## src/hdl/lrfp_pkg.sv

```systemverilog
// Shared types and constants of the range-sensor frame parser.
`default_nettype none

package lrfp_pkg;

    // Request item: a bus frame or an alive-period tick
    typedef struct packed {
        logic        req_type;
        logic [2:0]  module_id;
        logic [7:0]  channel_id;
        logic [28:0] msg_id;
        logic [3:0]  data_len;
        logic [63:0] payload;
    } req_t;

    // Result item: a measurement or an alive status
    typedef struct packed {
        logic        result_kind;
        logic [15:0] range_cm;
        logic [15:0] signal_strength;
        logic [15:0] temperature_raw;
        logic [1:0]  range_class;
        logic [15:0] frame_rate;
        logic        is_online;
        logic        online_changed;
    } rsp_t;

    // Request kinds
    localparam logic REQ_FRAME = 1'b0;
    localparam logic REQ_TICK  = 1'b1;

    // Result kinds
    localparam logic KIND_MEAS  = 1'b0;
    localparam logic KIND_ALIVE = 1'b1;

    // Range classes
    localparam logic [1:0] CLASS_NORMAL = 2'd0;
    localparam logic [1:0] CLASS_ZERO   = 2'd1;
    localparam logic [1:0] CLASS_FAR    = 2'd2;
    localparam logic [1:0] CLASS_WEAK   = 2'd3;

    // Configuration register indexes
    localparam int CFG_INDEX_W = 2;
    localparam logic [CFG_INDEX_W-1:0] CFG_MODULE   = 2'd0;
    localparam logic [CFG_INDEX_W-1:0] CFG_CHANNEL  = 2'd1;
    localparam logic [CFG_INDEX_W-1:0] CFG_ID       = 2'd2;
    localparam logic [CFG_INDEX_W-1:0] CFG_STRENGTH = 2'd3;
    localparam int CFG_DATA_W = 29;

    // Frame format and limits
    localparam logic [7:0]  HDR_BYTE         = 8'h59;
    localparam logic [15:0] DIST_FAR         = 16'd65532;
    localparam logic [15:0] STRENGTH_SAT     = 16'hFFFF;
    localparam logic [15:0] RATE_MAX         = 16'hFFFF;
    localparam logic [15:0] STRENGTH_MIN_RST = 16'd100;
    localparam logic [3:0]  LAST_POS         = 4'd8;

endpackage : lrfp_pkg

`default_nettype wire

```

## src/hdl/lrfp_byte_ser.sv

```systemverilog
// Payload serializer: shifts the accepted payload out one byte per cycle while step is high.
`default_nettype none

module lrfp_byte_ser #(
    parameter int MAX_PAYLOAD_BYTES = 8
) (
    input  wire logic        clk,
    input  wire logic        rst_n,
    input  wire logic        load,
    input  wire logic [3:0]  data_len,
    input  wire logic [63:0] payload,
    input  wire logic        step,
    output logic             busy,
    output logic [7:0]       byte_out
);

    localparam int SH_W  = 8 * MAX_PAYLOAD_BYTES;
    localparam int CNT_W = $clog2(MAX_PAYLOAD_BYTES + 1);

    logic [SH_W-1:0]  shift_reg;
    logic [SH_W-1:0]  shift_next;
    logic [CNT_W-1:0] cnt_reg;
    logic [CNT_W-1:0] cnt_next;
    logic [CNT_W-1:0] load_cnt;

    // Clip the length code to the payload limit
    always_comb
    begin
        if (data_len > 4'(MAX_PAYLOAD_BYTES))
            load_cnt = CNT_W'(MAX_PAYLOAD_BYTES);
        else
            load_cnt = CNT_W'(data_len);
    end

    // Load on accept, advance one byte per step
    always_comb
    begin
        shift_next = shift_reg;
        cnt_next   = cnt_reg;
        if (load)
        begin
            shift_next = payload[SH_W-1:0];
            cnt_next   = load_cnt;
        end
        else if (step && busy)
        begin
            shift_next = shift_reg >> 8;
            cnt_next   = cnt_reg - CNT_W'(1);
        end
    end

    always_ff @(posedge clk or negedge rst_n)
    begin
        if (!rst_n)
            cnt_reg <= '0;
        else
            cnt_reg <= cnt_next;
    end

    always_ff @(posedge clk)
    begin
        shift_reg <= shift_next;
    end

    assign busy     = (cnt_reg != '0);
    assign byte_out = shift_reg[7:0];

endmodule : lrfp_byte_ser

`default_nettype wire

```

## src/hdl/lrfp_parser.sv

```systemverilog
// Nine-byte frame parser: header hunt, running checksum, field extraction.
`default_nettype none

module lrfp_parser (
    input  wire logic         clk,
    input  wire logic         rst_n,
    input  wire logic         byte_valid,
    input  wire logic [7:0]   byte_in,
    input  wire logic [15:0]  strength_min,
    input  wire logic         can_emit,
    output logic              byte_take,
    output logic              meas_valid,
    output lrfp_pkg::rsp_t    meas
);

    logic [3:0]  pos_reg;
    logic [3:0]  pos_next;
    logic [7:0]  sum_reg;
    logic [7:0]  sum_next;
    logic [47:0] data_reg;
    logic [47:0] data_next;
    logic [15:0] meas_dist;
    logic [15:0] str;
    logic [15:0] temp;
    logic [1:0]  cls;
    logic        at_check;

    assign at_check   = (pos_reg == lrfp_pkg::LAST_POS);
    // Hold the checksum byte until the output side has room
    assign byte_take  = byte_valid && (!at_check || can_emit);
    assign meas_valid = byte_take && at_check && (sum_reg == byte_in);

    // Advance the header hunt and accumulate the frame
    always_comb
    begin
        pos_next  = pos_reg;
        sum_next  = sum_reg;
        data_next = data_reg;
        if (byte_take)
        begin
            case (pos_reg)
                4'd0:
                begin
                    if (byte_in == lrfp_pkg::HDR_BYTE)
                    begin
                        pos_next = 4'd1;
                        sum_next = byte_in;
                    end
                end
                4'd1:
                begin
                    if (byte_in == lrfp_pkg::HDR_BYTE)
                    begin
                        pos_next = 4'd2;
                        sum_next = sum_reg + byte_in;
                    end
                    else
                        pos_next = 4'd0;
                end
                lrfp_pkg::LAST_POS:
                begin
                    pos_next = 4'd0;
                end
                default:
                begin
                    pos_next  = pos_reg + 4'd1;
                    sum_next  = sum_reg + byte_in;
                    data_next = {byte_in, data_reg[47:8]};
                end
            endcase
        end
    end

    always_ff @(posedge clk or negedge rst_n)
    begin
        if (!rst_n)
            pos_reg <= '0;
        else
            pos_reg <= pos_next;
    end

    always_ff @(posedge clk)
    begin
        sum_reg  <= sum_next;
        data_reg <= data_next;
    end

    // Extract fields from data bytes two through seven
    assign meas_dist = data_reg[15:0];
    assign str       = data_reg[31:16];
    assign temp      = data_reg[47:32];

    // Classify the reading
    always_comb
    begin
        if (meas_dist == 16'd0)
            cls = lrfp_pkg::CLASS_ZERO;
        else if (meas_dist == lrfp_pkg::DIST_FAR)
            cls = lrfp_pkg::CLASS_FAR;
        else if (str < strength_min || str == lrfp_pkg::STRENGTH_SAT)
            cls = lrfp_pkg::CLASS_WEAK;
        else
            cls = lrfp_pkg::CLASS_NORMAL;
    end

    always_comb
    begin
        meas                 = '0;
        meas.result_kind     = lrfp_pkg::KIND_MEAS;
        meas.range_cm        = meas_dist;
        meas.signal_strength = str;
        meas.temperature_raw = temp;
        meas.range_class     = cls;
    end

endmodule : lrfp_parser

`default_nettype wire

```

## src/hdl/lrfp_alive.sv

```systemverilog
// Alive monitor: saturating frame counter and online flag per tick period.
`default_nettype none

module lrfp_alive #(
    parameter int COUNT_WIDTH = 16
) (
    input  wire logic       clk,
    input  wire logic       rst_n,
    input  wire logic       frame_hit,
    input  wire logic       tick_take,
    output lrfp_pkg::rsp_t  status
);

    localparam int WIDE_W = (COUNT_WIDTH > 16) ? COUNT_WIDTH : 16;

    logic [COUNT_WIDTH-1:0] count_reg;
    logic [COUNT_WIDTH-1:0] count_next;
    logic                   online_reg;
    logic                   online_next;
    logic [WIDE_W-1:0]      count_wide;
    logic                   now_on;
    logic [15:0]            rate;

    assign now_on     = (count_reg != '0);
    assign count_wide = WIDE_W'(count_reg);
    assign rate       = (count_wide > WIDE_W'(lrfp_pkg::RATE_MAX)) ?
                        lrfp_pkg::RATE_MAX : count_wide[15:0];

    // Clear on tick, count matching frames up to the limit
    always_comb
    begin
        count_next  = count_reg;
        online_next = online_reg;
        if (tick_take)
        begin
            count_next  = '0;
            online_next = now_on;
        end
        else if (frame_hit && !(&count_reg))
            count_next = count_reg + COUNT_WIDTH'(1);
    end

    always_ff @(posedge clk or negedge rst_n)
    begin
        if (!rst_n)
        begin
            count_reg  <= '0;
            online_reg <= 1'b0;
        end
        else
        begin
            count_reg  <= count_next;
            online_reg <= online_next;
        end
    end

    always_comb
    begin
        status                = '0;
        status.result_kind    = lrfp_pkg::KIND_ALIVE;
        status.frame_rate     = rate;
        status.is_online      = now_on;
        status.online_changed = (now_on != online_reg);
    end

endmodule : lrfp_alive

`default_nettype wire

```

## src/hdl/lidar_range_frame_parser.sv

```systemverilog
// Range-sensor frame parser top level: frame filter, serializer, parser, output register.
// A matching frame loads the serializer, which feeds min(data_len, MAX_PAYLOAD_BYTES) payload
// bytes one per cycle while the parser takes them; requests stall while it is busy or a tick
// is pending. A measurement shows on rsp in the cycle after its checksum byte is parsed, an alive
// status after passing tick_pending_reg and rsp_reg. A checksum byte waits only while rsp stalls.
// Reset clears the header hunt, frame counter, online flag and loads register defaults.
`default_nettype none

module lidar_range_frame_parser #(
    parameter int MAX_PAYLOAD_BYTES = 8,
    parameter int COUNT_WIDTH       = 16
) (
    input  wire logic                               clk,
    input  wire logic                               rst_n,
    input  wire logic                               req_valid,
    output logic                                    req_stall,
    input  wire lrfp_pkg::req_t                     req,
    output logic                                    rsp_valid,
    input  wire logic                               rsp_stall,
    output lrfp_pkg::rsp_t                          rsp,
    input  wire logic                               cfg_we,
    input  wire logic [lrfp_pkg::CFG_INDEX_W-1:0]   cfg_index,
    input  wire logic [lrfp_pkg::CFG_DATA_W-1:0]    cfg_data
);

    logic [2:0]     module_match_reg;
    logic [7:0]     channel_match_reg;
    logic [28:0]    id_match_reg;
    logic [15:0]    strength_min_reg;

    logic           tick_pending_reg;
    logic           rsp_valid_reg;
    lrfp_pkg::rsp_t rsp_reg;

    logic           req_take;
    logic           frame_hit;
    logic           tick_take;
    logic           out_free;
    logic           ser_busy;
    logic [7:0]     ser_byte;
    logic           byte_take;
    logic           meas_valid;
    lrfp_pkg::rsp_t meas;
    lrfp_pkg::rsp_t status;

    // Input handshake and frame filter
    assign req_stall = ser_busy || tick_pending_reg;
    assign req_take  = req_valid && !req_stall;
    assign frame_hit = req_take && (req.req_type == lrfp_pkg::REQ_FRAME) &&
                       (req.module_id == module_match_reg) &&
                       (req.channel_id == channel_match_reg) &&
                       (req.msg_id == id_match_reg);

    assign out_free  = !rsp_valid_reg || !rsp_stall;
    assign tick_take = tick_pending_reg && out_free;

    // Configuration registers
    always_ff @(posedge clk or negedge rst_n)
    begin
        if (!rst_n)
        begin
            module_match_reg  <= '0;
            channel_match_reg <= '0;
            id_match_reg      <= '0;
            strength_min_reg  <= lrfp_pkg::STRENGTH_MIN_RST;
        end
        else if (cfg_we)
        begin
            case (cfg_index)
                lrfp_pkg::CFG_MODULE:   module_match_reg  <= cfg_data[2:0];
                lrfp_pkg::CFG_CHANNEL:  channel_match_reg <= cfg_data[7:0];
                lrfp_pkg::CFG_ID:       id_match_reg      <= cfg_data[28:0];
                lrfp_pkg::CFG_STRENGTH: strength_min_reg  <= cfg_data[15:0];
                default:                ;
            endcase
        end
    end

    lrfp_byte_ser #(
        .MAX_PAYLOAD_BYTES (MAX_PAYLOAD_BYTES)
    ) u_ser (
        .clk      (clk),
        .rst_n    (rst_n),
        .load     (frame_hit),
        .data_len (req.data_len),
        .payload  (req.payload),
        .step     (byte_take),
        .busy     (ser_busy),
        .byte_out (ser_byte)
    );

    lrfp_parser u_parser (
        .clk          (clk),
        .rst_n        (rst_n),
        .byte_valid   (ser_busy),
        .byte_in      (ser_byte),
        .strength_min (strength_min_reg),
        .can_emit     (out_free),
        .byte_take    (byte_take),
        .meas_valid   (meas_valid),
        .meas         (meas)
    );

    lrfp_alive #(
        .COUNT_WIDTH (COUNT_WIDTH)
    ) u_alive (
        .clk       (clk),
        .rst_n     (rst_n),
        .frame_hit (frame_hit),
        .tick_take (tick_take),
        .status    (status)
    );

    // Hold a tick until the output side has room; drop the valid on delivery
    always_ff @(posedge clk or negedge rst_n)
    begin
        if (!rst_n)
        begin
            tick_pending_reg <= 1'b0;
            rsp_valid_reg    <= 1'b0;
        end
        else
        begin
            if (req_take && req.req_type == lrfp_pkg::REQ_TICK)
                tick_pending_reg <= 1'b1;
            else if (tick_take)
                tick_pending_reg <= 1'b0;

            if (meas_valid || tick_take)
                rsp_valid_reg <= 1'b1;
            else if (!rsp_stall)
                rsp_valid_reg <= 1'b0;
        end
    end

    // Load the output register
    always_ff @(posedge clk)
    begin
        if (meas_valid)
            rsp_reg <= meas;
        else if (tick_take)
            rsp_reg <= status;
    end

    assign rsp_valid = rsp_valid_reg;
    assign rsp       = rsp_reg;

endmodule : lidar_range_frame_parser

`default_nettype wire

```

## config.mk

```make
export PLATFORM = sky130hd
export DESIGN_NAME = lidar_range_frame_parser
export DESIGN_NICKNAME = d
export VERILOG_FILES = /design/src/hdl/lrfp_pkg.sv /design/src/hdl/lrfp_byte_ser.sv /design/src/hdl/lrfp_parser.sv /design/src/hdl/lrfp_alive.sv /design/src/hdl/lidar_range_frame_parser.sv
export SDC_FILE = /design/constraint.sdc
export NUM_CORES = 1
export LEC_CHECK = 0
export ABC_AREA = 0
export BUFFER_PORTS_ARGS = -buffer_cell sky130_fd_sc_hd__buf_2
export CAP_MARGIN = 20
export CORE_MARGIN = 2
export CORE_UTILIZATION = 60
export DETAILED_ROUTE_END_ITERATION = 12
export GPL_TIMING_DRIVEN = 0
export HOLD_SLACK_MARGIN = 0.06
export PLACE_DENSITY = 0.85
export SLEW_MARGIN = 20
export SYNTH_ARGS = -nofsm -noshare
export SYNTH_HDL_FRONTEND = slang
export SYNTH_SLANG_ARGS = --single-unit
```

## constraint.sdc

```tcl
create_clock -name clk -period 11.6 [get_ports clk]
set_input_delay 2.32 -clock clk [delete_from_list [all_inputs] [get_ports clk]]
set_output_delay 2.32 -clock clk [all_outputs]
set_load 0.03 [all_outputs]
```

=== Yosys cells after proc, flatten, opt, wreduce, memory -nomap -nowiden ===
Index checks and enable logic that the tools add are counted.
W data, S select, Z words.

* Bits in registers: 272
* Input port bits: 145
* Output and inout port bits: 71
* Logic and storage cells: 110

* $add $sub $neg: 4
* $lt $le $gt $ge: 3
* Eq/ne operators: 16
* Multiplexer cells: 23
* Bitwise operators: 3
* Reduce and logical (&&, ||, !) cells: 40

{| class="wikitable"
|+ Operator list
! cell !! number
|-
| $mux W68 || 2
|-
| $mux W64 || 2
|-
| $mux W16 || 3
|-
| $eq A16 B16 Y1 const B || 2
|-
| $eq A29 B29 Y1 || 1
|-
| $pmux W8 S3 || 1
|-
| $add A16 B1 Y16 const B || 1
|-
| $eq A8 B8 Y1 || 2
|-
| $gt A16 B16 Y1 const B || 1
|-
| $logic_not A16 Y1 || 1
|-
| $lt A16 B16 Y1 || 1
|-
| $mux W4 || 4
|-
| $mux W8 || 2
|-
| $reduce_and A16 Y1 || 1
|-
| $reduce_bool A16 Y1 || 1
|-
| $logic_and A1 B1 Y1 || 12
|-
| $pmux W4 S3 || 1
|-
| $reduce_and A2 Y1 || 6
|-
| $add A8 B8 Y8 || 1
|-
| $eq A8 B7 Y1 const B || 1
|-
| $mux W2 || 4
|-
| $reduce_bool A2 Y1 || 4
|-
| $ne A2 B1 Y1 const B || 3
|-
| $logic_not A1 Y1 || 5
|-
| 17 further kinds || 27
|}

=== Logic depth before layout (Yosys ltp) ===
* Depth after elaboration: 11
* Depth in mapped cells: 11
* Depth with buffers taken out: 10

=== Modules after synthesis ===
A second synthesis with hierarchy kept.

* Cells, all modules: 914
* Area total of the unflattened synthesis: 12990.0 sq um

{| class="wikitable"
|+ By module, submodules not included
! module !! instances !! cells each !! area each (sq um) !! sequential area each (sq um)
|-
| lidar_range_frame_parser || 1 || 335 || 5539.1 || 3527.1
|-
| lrfp_parser || 1 || 248 || 3046.7 || 1781.7
|-
| lrfp_byte_ser || 1 || 172 || 2967.8 || 2021.9
|-
| lrfp_alive || 1 || 159 || 1436.4 || 425.4
|}

=== Worst setup path after synthesis ===
Ideal clock, no wire load.

* Path type: input to register
* Start point: input req[89] in the netlist's numbering
* End point: register u_ser.shift_reg[0] (enable)
* Data arrival time: 5.284 ns
* Required time: 11.175 ns
* Path slack: 5.892 ns
* Stages: 7
* Path buffers: 2
* Cells stage by stage: xor2_1 -> nor4_1 -> nand2_1 -> or4_1 -> clkbuf_1 -> clkbuf_1 -> nand2_1

* Longest elaborated chain between the ends: 3

{| class="wikitable"
|+ RTL lines
! item !! RTL line !! RTL
|-
| start, declared || lidar_range_frame_parser.sv:17 || <nowiki>input wire lrfp_pkg::req_t req,</nowiki>
|-
| $eq A29 B29 Y1 || lidar_range_frame_parser.sv:52 || <nowiki>(req.msg_id == id_match_reg);</nowiki>
|-
| $logic_and A1 B1 Y1 || lidar_range_frame_parser.sv:51 || <nowiki>(req.channel_id == channel_match_reg) &&</nowiki>
|-
| $reduce_bool A2 Y1 (no line) || n/a ||
|-
| end signal, assigned || lrfp_byte_ser.sv:62 || <nowiki>shift_reg <= shift_next;</nowiki>
|-
| end, declared || lrfp_byte_ser.sv:20 || <nowiki>logic [SH_W-1:0] shift_reg;</nowiki>
|}

No other way between the ends.
A chain may end at the register's enable or synchronous reset.

=== Worst setup path after layout ===
* Start point: input req[73] in the netlist's numbering
* End point: register u_ser.shift_reg[2] (enable)

Same word-level chain as after synthesis.

==> flow_summary.toml <==
[clock_network]
htree_levels = 1
cts_buffers = 27
clock_path_buffers = 3
clkSinkCount = 272
cts_resized = 0
hold_buffers = 0
cts_tree = "done"
clk_pin_slew_worst_paths_ns = 0.07
root_buffer = "clkbuf_16"
cts_setup_buffers = 0
clock_latency_ns = 0.53

[worst_setup_path]
critPathKind = "primary input to flop"
end_kind = "flop"
crit_fanout = 53
critical_path.startpoint_type = "primary input"
ff2ff_path_depth = 11
crit_arrival_ns = 5.21
cp.required_ns = 11.80

[place]
io_buffers = 215
hpwl_um = 18200
place.gp.congestion = 0.8791
placed_cells = 1342

[drt]
viasPerCell = 5.491
drt_wl_total_um = 24880
drc = 0
vias = 7665
wl_per_cell_um = 17.82
first_pass_iters = 5
drtIter0Drc = 364
drtAntennaViolNets = 0

[die]
io_pins = 216
start_util = 0.6076
core_area_um2 = 19330
placement_rows = 51
chipHeight_um = 143.9
die_area_um2 = 20710
dieWidth_um = 143.9

[synthesis]
synth_nets = 1032
synth_seq_area_share = 0.6441
synth_edf_count = 170
synth.distinct_cells = 50
ys_dominant_reg_cell = "edfxtp_1"
ys_warn_count = 0
synthArstFlopShare = 0.3051
synth_area_per_cell_um2 = 13.71
syn_area_um2 = 11750
synth_seq_cells = 272
synthCells = 857

[power_and_ir_drop]
switching_share = 0.2218
total_switching_power_uw = 489.4
vdd.ir_drop.worst_v = 0.0001191
power_density_nw_per_um2 = 154.4
power.leakage_nw = 5.987
p_clk_frac = 0.419
p_seq_frac = 0.500
intPower_mw = 1.717
pwr-share-comb = 0.081

[global_routing]
grt_max_degree = 59
track_usage = 0.2460
grt_pass1_vias = 7817
antenna_found_initial = 6
grt-ovfl-total = 0
grt_pass1_wl_um = 39230

[layout]
drive_above_1_share = 0.3464
fill_cells = 1267
nets = 1281
largest_reg_flops = 69
final_common_cell = "buf_2"
final_cell_mix = "214 x buf_2, 170 x edfxtp_1, 113 x mux2_2, 80 x dfrtp_1, 63 x nand2_1"
syn2layout_area_growth_pct = 21.59
final_cells = 1396

[run_status]
status = "completed"

[timing]
setup-tns-final_ns = 0
relSlewSlack = 0.3235
finalMaxSlewViolations = 0
worst_pin_slew_ns = 1.008
hold_viol = 0
setup_viol = 0
fmax_mhz = 199.7
final.setup_skew_ns = 0.01750
rsz0062_at_grt = "no"
finalCritPeriodShare = 0.4317
timing.final.crit_period_ns = 5.007
hold_slack_ns = 0.4234

[hold_path]
hold_class = "flop to flop"
min_delay_path_depth = 0

[job]
cap_violations = 0
-- cell families after synthesis --
logic type | share of synthesized area
buffers and inverters | 0.01885
XOR/XNOR | 0.04250
AO/OA/AOI/OAI | 0.04079
flip-flops | 0.6441
adder cells (fa/ha/maj) | 0.03259
AND/OR/NAND/NOR | 0.1120
multiplexers | 0.1092
-- synthesized netlist by cell type, types with 19 or more instances --
cell type | instances | share of area
edfxtp_1 | 170 | 0.43
mux2_2 | 113 | 0.11
clkbuf_1 | 27 | 0.0086
xor2_1 | 52 | 0.039
dfrtp_1 | 80 | 0.17
ha_1 | 29 | 0.031
inv_1 | 31 | 0.0099
nor4_1 | 22 | 0.012
dfxtp_1 | 19 | 0.032
nand2_1 | 64 | 0.020
nor2_1 | 24 | 0.0077
and2_1 | 59 | 0.031
a21oi_1 | 35 | 0.015
-- power groups by stage --
stage / clock [mW] / combinational (mW) / sequential (mW)
global placement: 0 / 0.168 / 1.12
finish: 0.924 / 0.178 / 1.10
global route: 0.969 / 0.195 / 1.11
CTS: 0.934 / 0.179 / 1.10
detailed placement: 0 / 0.177 / 1.12
floorplan: 0 / 0.0851 / 1.14
-- routing by layer --
metal | vias to the layer above | track usage | share of wire
li1 | 3608 | - | -
met1 | 3704 | 0.2874 | 0.38
met2 | 269 | 0.4333 | 0.51
met3 | 82 | 0.06031 | 0.070
met4 | 2 | 0.1047 | 0.041
met5 | - | 0 | 0.00052
-- critical path, cell delays in order --
cell and delay (ns):
buf_2 0.10, xor2_1 0.13, nor4_1 0.48, nand2_1 0.22
or4_1 0.70, clkbuf_1 0.28, clkbuf_1 0.35, nand2_4 0.29
buf_16 0.29
-- worst paths after layout --
| kind | start | end | slack, ns |
|---|---|---|---|
| max | req[73] | u_ser.shift_reg[2]$_DFFE_PP_ | 6.59 |
| min | u_parser.data_reg[43]$_DFFE_PP_ | u_parser.data_reg[35]$_DFFE_PP_ | 0.42 |
| max reg2reg | u_ser.cnt_reg[0]$_DFFE_PN0P_ | u_ser.shift_reg[2]$_DFFE_PP_ | 7.78 |
| min reg2reg | u_parser.data_reg[43]$_DFFE_PP_ | u_parser.data_reg[35]$_DFFE_PP_ | 0.42 |
| max in group asynchronous | rst_n | strength_min_reg[2]$_DFFE_PN1P_ | 9.23 |
| min in group asynchronous | rst_n | u_alive.online_reg$_DFFE_PN0P_ | 1.72 |
-- cell type report --
type | instances | area [µm²] | share of cell area
Tap cell | 265 | 331.6 | 0.02321
Inverter | 31 | 116.4 | 0.008146
Multi-Input combinational cell | 526 | 3990 | 0.2793
Clock buffer | 45 | 949.7 | 0.06649
Buffer | 28 | 105.1 | 0.007358
Sequential cell | 272 | 7566 | 0.5297
Antenna cell | 5 | 12.51 | 0.0008760
Timing Repair Buffer | 220 | 1181 | 0.08269
Clock inverter | 4 | 31.28 | 0.002190
-- through the flow --
stage / instance area (µm²) / worst slack (ns) / utilization / power [mW]
floorplan: 11750 / 5.892 / - / 1.226
global placement: 13160 / 4.592 / 0.6804 / 1.289
detailed placement: 13290 / 6.074 / 0.6874 / 1.301
CTS: 14270 / 6.554 / 0.7381 / 2.217
global route: 14280 / 6.412 / 0.7388 / 2.274
finish: 14280 / 6.593 / 0.7388 / 2.206
Note: power is estimated with default switching activity, not from simulation.
